$ cat src/rtl/assert_macros.svh
// assertion helpers used by range_distinct_count_core
`ifndef ASSERT_MACROS_SVH
`define ASSERT_MACROS_SVH

// same-cycle implication, sampled on aclk, off while in reset
`define RDC_ASSERT_SAME(label, ante, cons) \
    label: assert property (@(posedge aclk) disable iff (!aresetn) (ante) |-> (cons)) \
        else $error("rdc assertion failed");

// next-cycle implication, sampled on aclk, off while in reset
`define RDC_ASSERT_NEXT(label, ante, cons) \
    label: assert property (@(posedge aclk) disable iff (!aresetn) (ante) |=> (cons)) \
        else $error("rdc assertion failed");

`endif

$ cat src/rtl/rdc_pkg.sv
// ----------------------------------------------------------------------------
// rdc_pkg
// shared sizes, command codes, controller states and interface structs
// ----------------------------------------------------------------------------
package rdc_pkg;

    localparam int MAX_LENGTH  = 4096;
    localparam int VALUE_COUNT = 4096;

    localparam int VAL_W  = 12;
    localparam int POS_W  = $clog2(MAX_LENGTH + 1);
    localparam int SEQ_AW = $clog2(MAX_LENGTH);
    localparam int CNT_AW = $clog2(VALUE_COUNT);
    localparam int CNT_W  = $clog2(MAX_LENGTH + 1);

    localparam logic CMD_LOAD  = 1'b0;
    localparam logic CMD_QUERY = 1'b1;

    typedef enum logic [2:0] {
        ST_CLEAR,
        ST_IDLE,
        ST_STEP,
        ST_VAL,
        ST_UPD,
        ST_DONE
    } rdc_state_t;

    typedef struct packed {
        logic [POS_W-1:0] distinct;
        logic             bad_range;
    } rdc_res_t;

    typedef struct packed {
        logic clearing;
        logic query_busy;
    } rdc_stat_t;

endpackage

$ cat src/rtl/rdc_ctrl.sv
// ----------------------------------------------------------------------------
// rdc_ctrl
// window walker: clears the count memory, loads the sequence store, moves the window edges one
// position at a time and read-modify-writes the count memory
// ----------------------------------------------------------------------------
module rdc_ctrl (
    input  logic                      aclk,
    input  logic                      aresetn,
    input  logic                      s_valid,
    output logic                      s_ready,
    input  logic                      s_command,
    input  logic [rdc_pkg::VAL_W-1:0] s_value,
    input  logic [rdc_pkg::POS_W-1:0] s_lo,
    input  logic [rdc_pkg::POS_W-1:0] s_hi,
    output logic                      seq_we,
    output logic [rdc_pkg::SEQ_AW-1:0] seq_waddr,
    output logic [rdc_pkg::VAL_W-1:0] seq_wdata,
    output logic [rdc_pkg::SEQ_AW-1:0] seq_raddr,
    input  logic [rdc_pkg::VAL_W-1:0] seq_rdata,
    output logic                      cnt_we,
    output logic [rdc_pkg::CNT_AW-1:0] cnt_waddr,
    output logic [rdc_pkg::CNT_W-1:0] cnt_wdata,
    output logic [rdc_pkg::CNT_AW-1:0] cnt_raddr,
    input  logic [rdc_pkg::CNT_W-1:0] cnt_rdata,
    output logic                      res_valid,
    input  logic                      res_ready,
    output rdc_pkg::rdc_res_t         res,
    output rdc_pkg::rdc_stat_t        stat
);
    import rdc_pkg::*;

    rdc_state_t        state_reg, state_next;
    logic [CNT_AW-1:0] clr_reg, clr_next;
    logic [POS_W-1:0]  len_reg, len_next;
    logic [POS_W-1:0]  left_reg, left_next;
    logic [POS_W-1:0]  right_reg, right_next;
    logic [POS_W-1:0]  dist_reg, dist_next;
    logic [POS_W-1:0]  lo_reg, lo_next;
    logic [POS_W-1:0]  hi_reg, hi_next;
    logic              inc_reg, inc_next;
    logic [CNT_AW-1:0] val_reg, val_next;
    rdc_res_t          res_reg, res_next;

    logic [POS_W-1:0]  step_pos;
    logic [POS_W-1:0]  step_pos_m1;
    logic [POS_W-1:0]  value_ext;
    logic [VAL_W-1:0]  value_clamped;
    logic              query_bad;

    // loaded values beyond the count table fold onto its last entry
    assign value_ext     = POS_W'(s_value);
    assign value_clamped = (value_ext >= POS_W'(VALUE_COUNT)) ?
                           VAL_W'(VALUE_COUNT - 1) : s_value;
    assign query_bad     = (s_lo == '0) || (s_lo > s_hi) || (s_hi > len_reg);

    assign res  = res_reg;
    assign stat = '{clearing: (state_reg == ST_CLEAR),
                    query_busy: (state_reg == ST_STEP) || (state_reg == ST_VAL) ||
                                (state_reg == ST_UPD)};

    always_ff @(posedge aclk) begin
        if (!aresetn) begin
            state_reg <= ST_CLEAR;
            clr_reg   <= '0;
            len_reg   <= '0;
            left_reg  <= POS_W'(1);
            right_reg <= '0;
            dist_reg  <= '0;
        end else begin
            state_reg <= state_next;
            clr_reg   <= clr_next;
            len_reg   <= len_next;
            left_reg  <= left_next;
            right_reg <= right_next;
            dist_reg  <= dist_next;
        end
        lo_reg  <= lo_next;
        hi_reg  <= hi_next;
        inc_reg <= inc_next;
        val_reg <= val_next;
        res_reg <= res_next;
    end

    always_comb begin
        state_next = state_reg;
        clr_next   = clr_reg;
        len_next   = len_reg;
        left_next  = left_reg;
        right_next = right_reg;
        dist_next  = dist_reg;
        lo_next    = lo_reg;
        hi_next    = hi_reg;
        inc_next   = inc_reg;
        val_next   = val_reg;
        res_next   = res_reg;
        step_pos   = left_reg;
        s_ready    = 1'b0;
        seq_we     = 1'b0;
        seq_waddr  = len_reg[SEQ_AW-1:0];
        seq_wdata  = value_clamped;
        cnt_we     = 1'b0;
        cnt_waddr  = val_reg;
        cnt_wdata  = '0;
        cnt_raddr  = seq_rdata[CNT_AW-1:0];
        res_valid  = 1'b0;

        case (state_reg)
            ST_CLEAR: begin
                cnt_we    = 1'b1;
                cnt_waddr = clr_reg;
                cnt_wdata = '0;
                clr_next  = clr_reg + CNT_AW'(1);
                if (clr_reg == CNT_AW'(VALUE_COUNT - 1)) begin
                    state_next = ST_IDLE;
                end
            end
            ST_IDLE: begin
                s_ready = 1'b1;
                if (s_valid) begin
                    if (s_command == CMD_LOAD) begin
                        if (len_reg < POS_W'(MAX_LENGTH)) begin
                            seq_we   = 1'b1;
                            len_next = len_reg + POS_W'(1);
                        end
                    end else if (query_bad) begin
                        res_next   = '{distinct: '0, bad_range: 1'b1};
                        state_next = ST_DONE;
                    end else begin
                        lo_next    = s_lo;
                        hi_next    = s_hi;
                        state_next = ST_STEP;
                    end
                end
            end
            ST_STEP: begin
                // grow first, then shrink
                if (left_reg > lo_reg) begin
                    step_pos   = left_reg - POS_W'(1);
                    left_next  = step_pos;
                    inc_next   = 1'b1;
                    state_next = ST_VAL;
                end else if (right_reg < hi_reg) begin
                    step_pos   = right_reg + POS_W'(1);
                    right_next = step_pos;
                    inc_next   = 1'b1;
                    state_next = ST_VAL;
                end else if (left_reg < lo_reg) begin
                    step_pos   = left_reg;
                    left_next  = left_reg + POS_W'(1);
                    inc_next   = 1'b0;
                    state_next = ST_VAL;
                end else if (right_reg > hi_reg) begin
                    step_pos   = right_reg;
                    right_next = right_reg - POS_W'(1);
                    inc_next   = 1'b0;
                    state_next = ST_VAL;
                end else begin
                    res_next   = '{distinct: dist_reg, bad_range: 1'b0};
                    state_next = ST_DONE;
                end
            end
            ST_VAL: begin
                cnt_raddr  = seq_rdata[CNT_AW-1:0];
                val_next   = seq_rdata[CNT_AW-1:0];
                state_next = ST_UPD;
            end
            ST_UPD: begin
                cnt_waddr = val_reg;
                if (inc_reg) begin
                    cnt_we    = 1'b1;
                    cnt_wdata = cnt_rdata + CNT_W'(1);
                    if (cnt_rdata == '0) begin
                        dist_next = dist_reg + POS_W'(1);
                    end
                end else if (cnt_rdata != '0) begin
                    cnt_we    = 1'b1;
                    cnt_wdata = cnt_rdata - CNT_W'(1);
                    if ((cnt_rdata == CNT_W'(1)) && (dist_reg != '0)) begin
                        dist_next = dist_reg - POS_W'(1);
                    end
                end
                state_next = ST_STEP;
            end
            ST_DONE: begin
                res_valid = 1'b1;
                if (res_ready) begin
                    state_next = ST_IDLE;
                end
            end
            default: begin
                state_next = ST_IDLE;
            end
        endcase

        // positions are one-based, the store is zero-based
        step_pos_m1 = step_pos - POS_W'(1);
        seq_raddr   = step_pos_m1[SEQ_AW-1:0];
    end

endmodule

$ cat config.mk
export PLATFORM = sky130hd
export DESIGN_NAME = rdc_ctrl
export DESIGN_NICKNAME = d
export VERILOG_FILES = /design/src/rtl/assert_macros.svh /design/src/rtl/rdc_pkg.sv /design/src/rtl/rdc_ctrl.sv
export SDC_FILE = /design/constraint.sdc
export NUM_CORES = 1
export LEC_CHECK = 0
export ABC_CLOCK_PERIOD_IN_PS = 4100
export BUFFER_PORTS_ARGS = -buffer_cell sky130_fd_sc_hd__buf_2
export CAP_MARGIN = 20
export CORE_ASPECT_RATIO = 2
export CORE_MARGIN = 3
export CORE_UTILIZATION = 35
export CTS_CLUSTER_DIAMETER = 200
export DETAILED_ROUTE_END_ITERATION = 8
export SYNTH_ARGS = -nofsm -noshare
export SYNTH_HDL_FRONTEND = slang
export SYNTH_SLANG_ARGS = --single-unit
export TNS_END_PERCENT = 20
$ cat constraint.sdc
create_clock -name aclk -period 4.1 [get_ports aclk]
set_clock_uncertainty 0.2 [all_clocks]
set_input_delay 0.41 -clock aclk [delete_from_list [all_inputs] [get_ports aclk]]
set_output_delay 0.41 -clock aclk [all_outputs]
set_load 0.02 [all_outputs]
==> results.md, run 1 <==
- Clock-pin slew was measured on the worst setup and hold paths at ~0.060 ns.
- During synthesis, Yosys emitted a total of 0 warnings.
- The starting density of the core is ~36%.
- The detailed-route wire length is approximately 28000 um.
- In the post-route analysis, the smallest setup slack over all paths is -0.2207 ns.
- The total count of hold-check failures in the final report is 0.
- After the first detailed-routing iteration, the DRC count stood at 316.
- The leakage power total is 0.004954 uW.
- Sequential cells burn a little over two fifths of the power.
- The number of max-slew violations in the final report came to 0.
- 0 antenna diodes ended up in the layout.
- The final estimated routing congestion in global placement is around 0.9.
- The start of the worst register-to-register path is lo_reg[6].
- Timing would allow up to 0.2314 GHz.
- For this run, the leading register cell type out of synthesis is sky130_fd_sc_hd__dfxtp_1.
- Of the cells placed in the final design, the portion with a size suffix greater than 1 is 26.97%.
- STA puts the critical path data arrival time at 3.71 ns.
- STA classifies the critical path endpoint as an output pin.
- The net count after synthesis is 1171.
- The total global routing track utilization is 20.69%.
- The cell taking the most area after synthesis is sky130_fd_sc_hd__edfxtp_1.
- After synthesis the cells add up to roughly 9000 um2.
- The number of filler cells placed in the layout is 2471.
- The flip-flop count of the largest register, all copies and words added is 14.
- The register bit count reported by yosys is 120.
- The start point of the critical path is hi_reg[3].
- The worst setup path category is reg2out.
- The startpoint class of the critical path is a flip-flop.
- The number of synthesized flops with an enable pin is 53.
- The checks that failed: negative setup slack.
- The detailed placement HPWL is between 20000 and 25000 um.
- The gate count of the mapped netlist is 1029.
- Leaving out fill and tap cells, the most frequent cells in the layout are sky130_fd_sc_hd__buf_2 (128), sky130_fd_sc_hd__nor2_1 (107), sky130_fd_sc_hd__buf_4 (85), sky130_fd_sc_hd__inv_1 (70), sky130_fd_sc_hd__ha_1 (69).
- The flow ran to the end, but the final reports show violations.
- The residual antenna-violating net count after detailed routing is 0.
- The residual overflow from global routing is 0.
- Setup repair after global routing could not meet its margin everywhere.
- Of the available clock period, the critical path in the final layout requires 105.4%.
- Net switching is between 20% and 30% of the power.
- The number of antenna violations at the first check in global routing is 0.
- The max-capacitance violation count is 0.
- The pin count of the biggest net entering global routing is 42.
- The first global-routing pass estimated approximately 44000 um of wire.
- Before CTS, the worst setup slack after placement is 0.06401 ns.
- The worst hold path begins at s_hi[12].
- The reg2reg setup slack is 0.59 ns.
- The worst-case IR drop observed on VDD is 0.2940 mV.
- The total internal power is roughly 2300 uW.
- The share of flip-flops with an asynchronous set or reset after synthesis is 0%.
- At the pin with the least slew margin, the transition time is about 0.76 ns.
- Yosys mapped the design onto 83 distinct sky130hd cell types.
- For this run, the number of standard cells in the final layout without fillers is ~1.6k.
- The placed cell count is 1488.
- The mean cell area of the mapped netlist is 8.617 um2.
- The routed wirelength normalized by instance count is 18.18 um.
- For the worst setup path, the data required time is 3.49 ns.
- The floorplan has 81 rows.
- Measured along the y axis, the die boundary spans ~230 um.
- The net total in the final layout is 1360.
- The number of global-route vias before repair is 8565.
- After layout, the minimum clock period comes to 4.321 ns.
- In the routed design, unresolved DRC markers number 0.
- The power share of the clock group is 51.8%.
- TritonCTS built the clock tree.
- At the later pin of the worst-skew pair, clock insertion delay measures 0.43 ns.
- The worst max-slew margin expressed relative to the limit is 49.45%.
- The cell sitting at the root of the clock tree is a sky130_fd_sc_hd__clkbuf_16.
- Summed over all nets, the switching power comes to 637.3 uW.
- The count of TritonRoute iterations in the first routing pass is 4.
- In the post-synthesis netlist, the biggest area contributors are sky130_fd_sc_hd__edfxtp_1 (18%), sky130_fd_sc_hd__dfxtp_1 (15%), sky130_fd_sc_hd__ha_1 (10%).
- The path class of the tightest hold or removal check is in2reg.
- The synthesized design devotes to its leading area cell type about 18% of total area.
- The CTS sink count is 120.
- The via total after detailed routing is 8266.
- In this run the number of H-tree levels came out at 4.
- The commonest non-fill, non-tap cell in the layout is sky130_fd_sc_hd__buf_2.
- From left edge to right edge, the die measures 118.6 um.
- The layout overhead on the synthesized area is 28.52%.
- In this run the worst path has a maximum fanout of 6.
- The clock passes through at most 2 buffers.
- The number of primary I/O pins is 161.
- Combinational logic is responsible for between 6 and 7% of the overall power.
- The area of the core region is 24730 um2.
- The total power density per cell area is 261.4 nW/um2.
- Setup violations remaining at the end of the flow were counted as 6.
- The part of the Yosys area used for sequential elements is 33.07%.
- The die area is 27400 um2.
- Using the TritonRoute via totals, the vias-per-cell ratio works out to between 5 and 6.
- The count of buffers inserted at the top-level ports is 136.
- The number of buffers added by the clock tree synthesis step is 17.
==> critical path: stages, from the launching register on <==
cell and delay [ns]:
sky130_fd_sc_hd__edfxtp_1 0.38, sky130_fd_sc_hd__inv_2 0.08, sky130_fd_sc_hd__ha_4 0.20, sky130_fd_sc_hd__a21o_1 0.19, sky130_fd_sc_hd__a21oi_4 0.21, sky130_fd_sc_hd__a2111oi_4 0.12
sky130_fd_sc_hd__buf_4 0.15, sky130_fd_sc_hd__buf_4 0.12, sky130_fd_sc_hd__or2_4 0.26, sky130_fd_sc_hd__o22ai_2 0.16, sky130_fd_sc_hd__o221ai_2 0.15, sky130_fd_sc_hd__a2111oi_4 0.43
sky130_fd_sc_hd__nand4_4 0.22, sky130_fd_sc_hd__nor4b_4 0.29, sky130_fd_sc_hd__xor2_1 0.16, sky130_fd_sc_hd__buf_4 0.16
==> cell usage after synthesis (6+ instances only) <==
cell type,count
sky130_fd_sc_hd__mux2_2,12
sky130_fd_sc_hd__mux2i_1,15
sky130_fd_sc_hd__xnor2_1,49
sky130_fd_sc_hd__and3_1,17
sky130_fd_sc_hd__clkbuf_1,33
sky130_fd_sc_hd__nand4_1,21
sky130_fd_sc_hd__buf_4,36
sky130_fd_sc_hd__buf_2,6
sky130_fd_sc_hd__nand3_1,31
sky130_fd_sc_hd__o21ai_1,6
sky130_fd_sc_hd__nand2b_1,9
sky130_fd_sc_hd__a22oi_1,6
sky130_fd_sc_hd__a21o_1,22
sky130_fd_sc_hd__inv_1,72
sky130_fd_sc_hd__a211oi_1,8
sky130_fd_sc_hd__edfxtp_1,53
sky130_fd_sc_hd__or3_1,12
sky130_fd_sc_hd__and2_1,15
sky130_fd_sc_hd__dfxtp_1,67
sky130_fd_sc_hd__ha_1,73
sky130_fd_sc_hd__a21oi_1,55
sky130_fd_sc_hd__a31oi_1,9
sky130_fd_sc_hd__nor4_1,12
sky130_fd_sc_hd__o21ai_0,43
sky130_fd_sc_hd__nor3_1,38
sky130_fd_sc_hd__nor2_1,111
sky130_fd_sc_hd__nand2_1,67
sky130_fd_sc_hd__xor2_1,30
==> final cells by class <==
type | count | area (um2) | share of cell area, %
clock buffers | 25 | 528.0 | 4.633
clock inverters | 7 | 88.84 | 0.7795
inverters | 74 | 277.8 | 2.437
multi-input cells | 753 | 5434 | 47.68
flip-flops and latches | 120 | 2933 | 25.74
well taps | 332 | 415.4 | 3.645
repair buffers | 252 | 1719 | 15.09
==> cell families after synthesis <==
kind of cell / synth area share (%)
simple gates: 21.10
flops: 33.07
fa+ha+maj: 10.53
compound gates: 15.90
mux: 3.217
xor+xnor: 7.803
buf+inv: 8.382
==> path summary, 6_finish.rpt <==
| kind | endpoint | cells after the start |
|---|---|---|
| worst max-delay path | seq_raddr[11] | 15 |
| worst min-delay path | hi_reg[12] | 1 |
| worst max register to register | right_reg[7] | 13 |
| worst min register to register | len_reg[12] | 2 |
==> power by group through the flow <==
stage	sequential, uW	combinational [uW]	clock, uW
floorplan	1280	113	0
detailed placement	1280	167	0
global route	1250	205	1640
CTS	1250	187	1580
global placement	1280	164	0
finish	1250	186	1540
==> metrics by stage <==
stage / TNS [ns] / area (um2) / utilization (%) / hold slack [ns] / total power (uW)
after floorplan: 0 / 8877 / - / 0.2498 / 1388
after global placement: 0 / 10100 / 40.83 / 0.2871 / 1440
after detailed placement: 0 / 10100 / 40.83 / 0.3004 / 1443
after CTS: -1.061 / 11190 / 45.24 / 0.001117 / 3021
after global routing: -2.591 / 11400 / 46.08 / 0.007389 / 3100
final: -0.9942 / 11400 / 46.08 / 0.03274 / 2979
==> layer usage <==
layer	vias up	GRT usage (%)	part of all wire [%]
met1	3916	16.98	31
met5	-	0	0
met3	109	3.932	3.3
li1	4009	-	-
met2	232	41.02	58
met4	0	17.08	7.8
==> repair_timing <==
item | CTS | global route
pin swaps | 20 | 23
endpoints found under the hold margin | 26 | 0
setup endpoints to repair | 10 | 11
setup buffers | 10 | 5
gates resized for setup | 32 | 30
cloned | 1 | 0
hold buffers | 26 | 0
No activity file was read; power rests on OpenSTA's default activity.
==> run 2, diff against run 1 <==
--- a/config.mk
+++ b/config.mk
@@ -5,6 +5,7 @@
 export SDC_FILE = /design/constraint.sdc
 export NUM_CORES = 1
 export LEC_CHECK = 0
+export ABC_AREA = 1
 export ABC_CLOCK_PERIOD_IN_PS = 4100
 export BUFFER_PORTS_ARGS = -buffer_cell sky130_fd_sc_hd__buf_2
 export CAP_MARGIN = 20
==> results.md, run 2 <==
- The flow ran to the end, and the final reports show no timing, DRC or antenna violations.
- The shortest period the worst path allows came to 3.937 ns (-0.3837 ns).
- The routed wirelength normalized by instance count is 15.78 um (-13%).
- The number of global-route vias before repair is 8810 (+2.9%).
- The clock latency of the later-clocked register in the worst-skew pair was 0.43 ns (about the same).
- The total power consumption of the routed design came to 2788 uW (-6.4%).
- The part of the Yosys area used for sequential elements is 31.34% (-1.7 points).
- The synthesized design spends more area on one cell type than any other, namely sky130_fd_sc_hd__edfxtp_1.
- The cell at the root of the clock tree is sky130_fd_sc_hd__clkbuf_16.
- In this run the worst hold path is classified as in2reg.
- The flip-flop count of the largest register, all copies and words added was 14 (unchanged).
- The number of vias per cell is 5.044 (-4.6%).
- The maximum fanout encountered on the critical timing path is 26 (+20).
- The worst hold slack after final layout was 0.01817 ns (-0.01457 ns).
- The final estimated routing congestion in global placement came to 0.9645 (+8.6%).
- The upper clock frequency limit is 0.2540 GHz (+9.7%).
- The fraction of the core area covered by cells at the end of the flow is 41.37% (-4.7 points).
- The count of buffers inserted at the top-level ports was 136 (unchanged).
- The net total in the final layout is 1539 (+13%).
- The total global routing track utilization is 19.34% (-1.4 points).
- The total count of hold-check failures in the final report was 0 (unchanged).
- The predominant post-synthesis flop cell is sky130_fd_sc_hd__dfxtp_1.
- The maximum vdd ir drop is 0.2715 mV (-7.7%).
- The net count after synthesis came to 1423 (+22%).
- The data arrival time of the worst path was 3.33 ns (-0.38 ns).
- The total setup violations reported at the end of the flow was 0 (-6).
- The layout overhead on the synthesized area is 16.15%.
- The count of warnings emitted by yosys is 0 (unchanged).
- The detailed-route wire length came to 27670 um (-2.6%).
- The count of distinct cell types in the synthesized netlist came to 53 (-36%).
- The worst max-slew margin expressed relative to the limit is 35.20% (-14 points).
- The residual antenna-violating net count after detailed routing came to 0 (unchanged).
- The portion of synthesized cell area occupied by the leading cell type is 17.01% (-0.94 points).
- The pin count of the biggest net entering global routing is 52 (+24%).
- The row count is 84 (+3.7%).
- The share of the clock period used by the worst path came to 96.03% (-9.4 points).
- The residual overflow from global routing is 0 (unchanged).
- The area of the core region was 26280 um2 (+6.3%).
- The number of buffers added by the clock tree synthesis step is 17 (unchanged).
- The worst setup path is launched from a flip-flop.
- The via total after detailed routing is 8848 (+7.0%).
- The fraction of power spent switching nets came to 25.02% (+3.6 points).
- The register bit count reported by yosys is 120 (unchanged).
- The data required time of the worst path is 3.49 ns (about the same).
- The total internal power is 2090 uW (-11%).
- The starting density of the core is 35.61% (-0.24 points).
- The count of TritonRoute iterations in the first routing pass is 5 (+1).
- The switching power is 697.5 uW (+9.5%).
- The max-capacitance violation count is 0 (unchanged).
- The library cells used most frequently in the layout, excluding fill and tap cells, are sky130_fd_sc_hd__nand2_1 (234), sky130_fd_sc_hd__inv_1 (192), sky130_fd_sc_hd__buf_2 (136), sky130_fd_sc_hd__nor2_1 (100), sky130_fd_sc_hd__a21oi_1 (91).
- By count the netlist is led by sky130_fd_sc_hd__nand2_1 (234), sky130_fd_sc_hd__inv_1 (192), sky130_fd_sc_hd__nor2_1 (103).
- The leakage power total is 0.004887 uW (-1.4%).
- The number of antenna violations at the first check in global routing is 1 (+1).
- The worst-case clock buffer depth came to 2 (unchanged).
- The CTS sink count is 120 (unchanged).
- The level count of the clock H-tree is 4 (unchanged).
- Sorting the synthesized cells by area gives the leading types as sky130_fd_sc_hd__edfxtp_1 (17%), sky130_fd_sc_hd__dfxtp_1 (14%), sky130_fd_sc_hd__ha_1 (9.8%).
- The type of element capturing the critical path is an output pin.
- The total inserted antenna cells is 0 (unchanged).
- The die area is 28850 um2 (+5.3%).
- The violation count after the first detailed-route iteration came to 330 (+4.4%).
- The number of primary I/O pins came to 161 (unchanged).
- The die width is 121.6 um (+2.6%).
- The detailed-route DRC error count is 0 (unchanged).
- The power share of the clock group is 48.7% (-3.1 points).
- The gate count of the mapped netlist is 1281 (+24%).
- The cell area after synthesis is 9358 um2 (+5.5%).
- The clock-pin slew of the registers on the worst-case setup and hold paths was 0.06 ns (about the same).
- The first-pass GRT wire length is 43790 um (-0.83%).
- The transition at the pin with the smallest max-transition slack was 0.9684 ns (+0.2112 ns).
- The detailed placement HPWL was 21930 um (-2.1%).
- The total power density per cell area is 256.5 nW/um2 (-1.9%).
- The share of flip-flops with an asynchronous set or reset after synthesis is 0% (unchanged).
- The clock tree from TritonCTS is yes.
- The proportion of layout cells with a drive suffix above 1 is 19.08% (-7.9 points).
- The mean cell area of the mapped netlist came to 7.305 um2 (-15%).
- The number of synthesized flops with an enable pin was 53 (unchanged).
- The register share of total power is 44.8% (+2.8 points).
- The most common cell in the synthesized netlist is sky130_fd_sc_hd__nand2_1.
- The critical path is of the reg2out type.
- The y dimension of the die is 237.2 um (+2.7%).
- The number of max-slew violations in the final report is 0 (unchanged).
- Leaving out fill and tap cells, the most frequent cell in the layout is sky130_fd_sc_hd__nand2_1.
- The combinational fraction of design power is 6.5% (+0.3 points).
[run 2: cell count changes after synthesis, sizes merged, moves of 12 or more]
cell,before,now
mux2,12,0
and3,17,1
a21oi,57,94
nand3,32,80
or3,13,0
o21ai,50,92
nand2,68,263
and2,15,0
xnor2,49,6
clkbuf,33,18
a21o,22,0
mux2i,15,0
inv,74,199
[run 2: power by group through the flow]
stage | clock network, uW | logic (uW) | registers [uW]
floorplan | 0 | 116 | 1270
global placement | 0 | 166 | 1270
detailed placement | 0 | 169 | 1270
CTS | 1390 | 183 | 1250
global route | 1430 | 204 | 1250
finish | 1360 | 182 | 1250
[run 2: repair_timing]
action | CTS | global route
hold endpoints to repair | 17 | 1
gates resized for setup | 0 | 11
buffers inserted | 0 | 0
setup endpoints to repair | 0 | 10
hold buffers | 17 | 1
[run 2: cell type report]
| cell class | instances | area, um2 |
|---|---|---|
| inverter | 203 | 764.5 |
| multi-input combinational | 884 | 5218 |
| clock buffer | 18 | 429.2 |
| tap | 344 | 430.4 |
| fill | 2773 | 15410 |
| sequential | 120 | 2938 |
| timing repair buffer | 171 | 988.4 |
| clock inverter | 14 | 101.3 |
[run 2: path summary, 6_finish.rpt]
kind | from | endpoint | slack, ns | cells after the start
setup reg to reg | inc_reg | dist_reg[12] | 0.60 | 12
hold reg to reg | clr_reg[10] | clr_reg[10] | 0.27 | 1
setup / recovery | right_reg[8] | seq_raddr[8] | 0.16 | 20
hold / removal | s_hi[3] | hi_reg[3] | 0.02 | 1
[run 2: metrics by stage]
stage	worst slack (ns)	setup TNS, ns	std cells	area (um2)
2_1_floorplan	0.5592	0	1281	9358
3_3_place_gp	0.5826	0	1704	10110
3_5_place_dp	0.5246	0	1704	10110
4_1_cts	0.05469	0	1753	10820
5_1_grt	-0.003157	-0.003157	1754	10870
6_report	0.1629	0	1754	10870
[run 2: critical path: stages, from the launching register on]
cell and delay, ns:
sky130_fd_sc_hd__dfxtp_1 0.49, sky130_fd_sc_hd__ha_1 0.30, sky130_fd_sc_hd__nand2_1 0.07, sky130_fd_sc_hd__inv_1 0.04, sky130_fd_sc_hd__nand2_1 0.06, sky130_fd_sc_hd__nand2_1 0.05, sky130_fd_sc_hd__a21oi_2 0.29, sky130_fd_sc_hd__nand2_8 0.20
sky130_fd_sc_hd__nor2_1 0.31, sky130_fd_sc_hd__nand2_1 0.09, sky130_fd_sc_hd__nand2_1 0.07, sky130_fd_sc_hd__nor2_1 0.04, sky130_fd_sc_hd__nand2_1 0.08, sky130_fd_sc_hd__nand2_2 0.07, sky130_fd_sc_hd__ha_2 0.21, sky130_fd_sc_hd__inv_1 0.13
sky130_fd_sc_hd__nor2_4 0.06, sky130_fd_sc_hd__nand2_1 0.05, sky130_fd_sc_hd__nand3_1 0.06, sky130_fd_sc_hd__nand2_1 0.06, sky130_fd_sc_hd__buf_2 0.16
[run 2: cells by family (layout without fill, tap and decap cells)]
logic type               Yosys count  after routing  share of synthesized area (%)
AO/OA/AOI/OAI                    231            231                          13.97
XOR/XNOR                          43             43                          4.025
adder cells (fa/ha/maj)           74             74                          9.975
buffers and inverters            277            406                          13.40
flip-flops                       120            120                          31.34
AND/OR/NAND/NOR                  536            536                          27.29
[run 2: layer usage]
layer | share of wire (%) | track usage [%] | up-vias | routed length [um]
li1 | - | - | 4441 | -
met1 | 35 | 18.01 | 4084 | 9664
met2 | 56 | 38.17 | 237 | 15470
met3 | 4.1 | 3.381 | 84 | 1127
met4 | 5.0 | 10.81 | 2 | 1389
met5 | 0.047 | 0 | - | 13
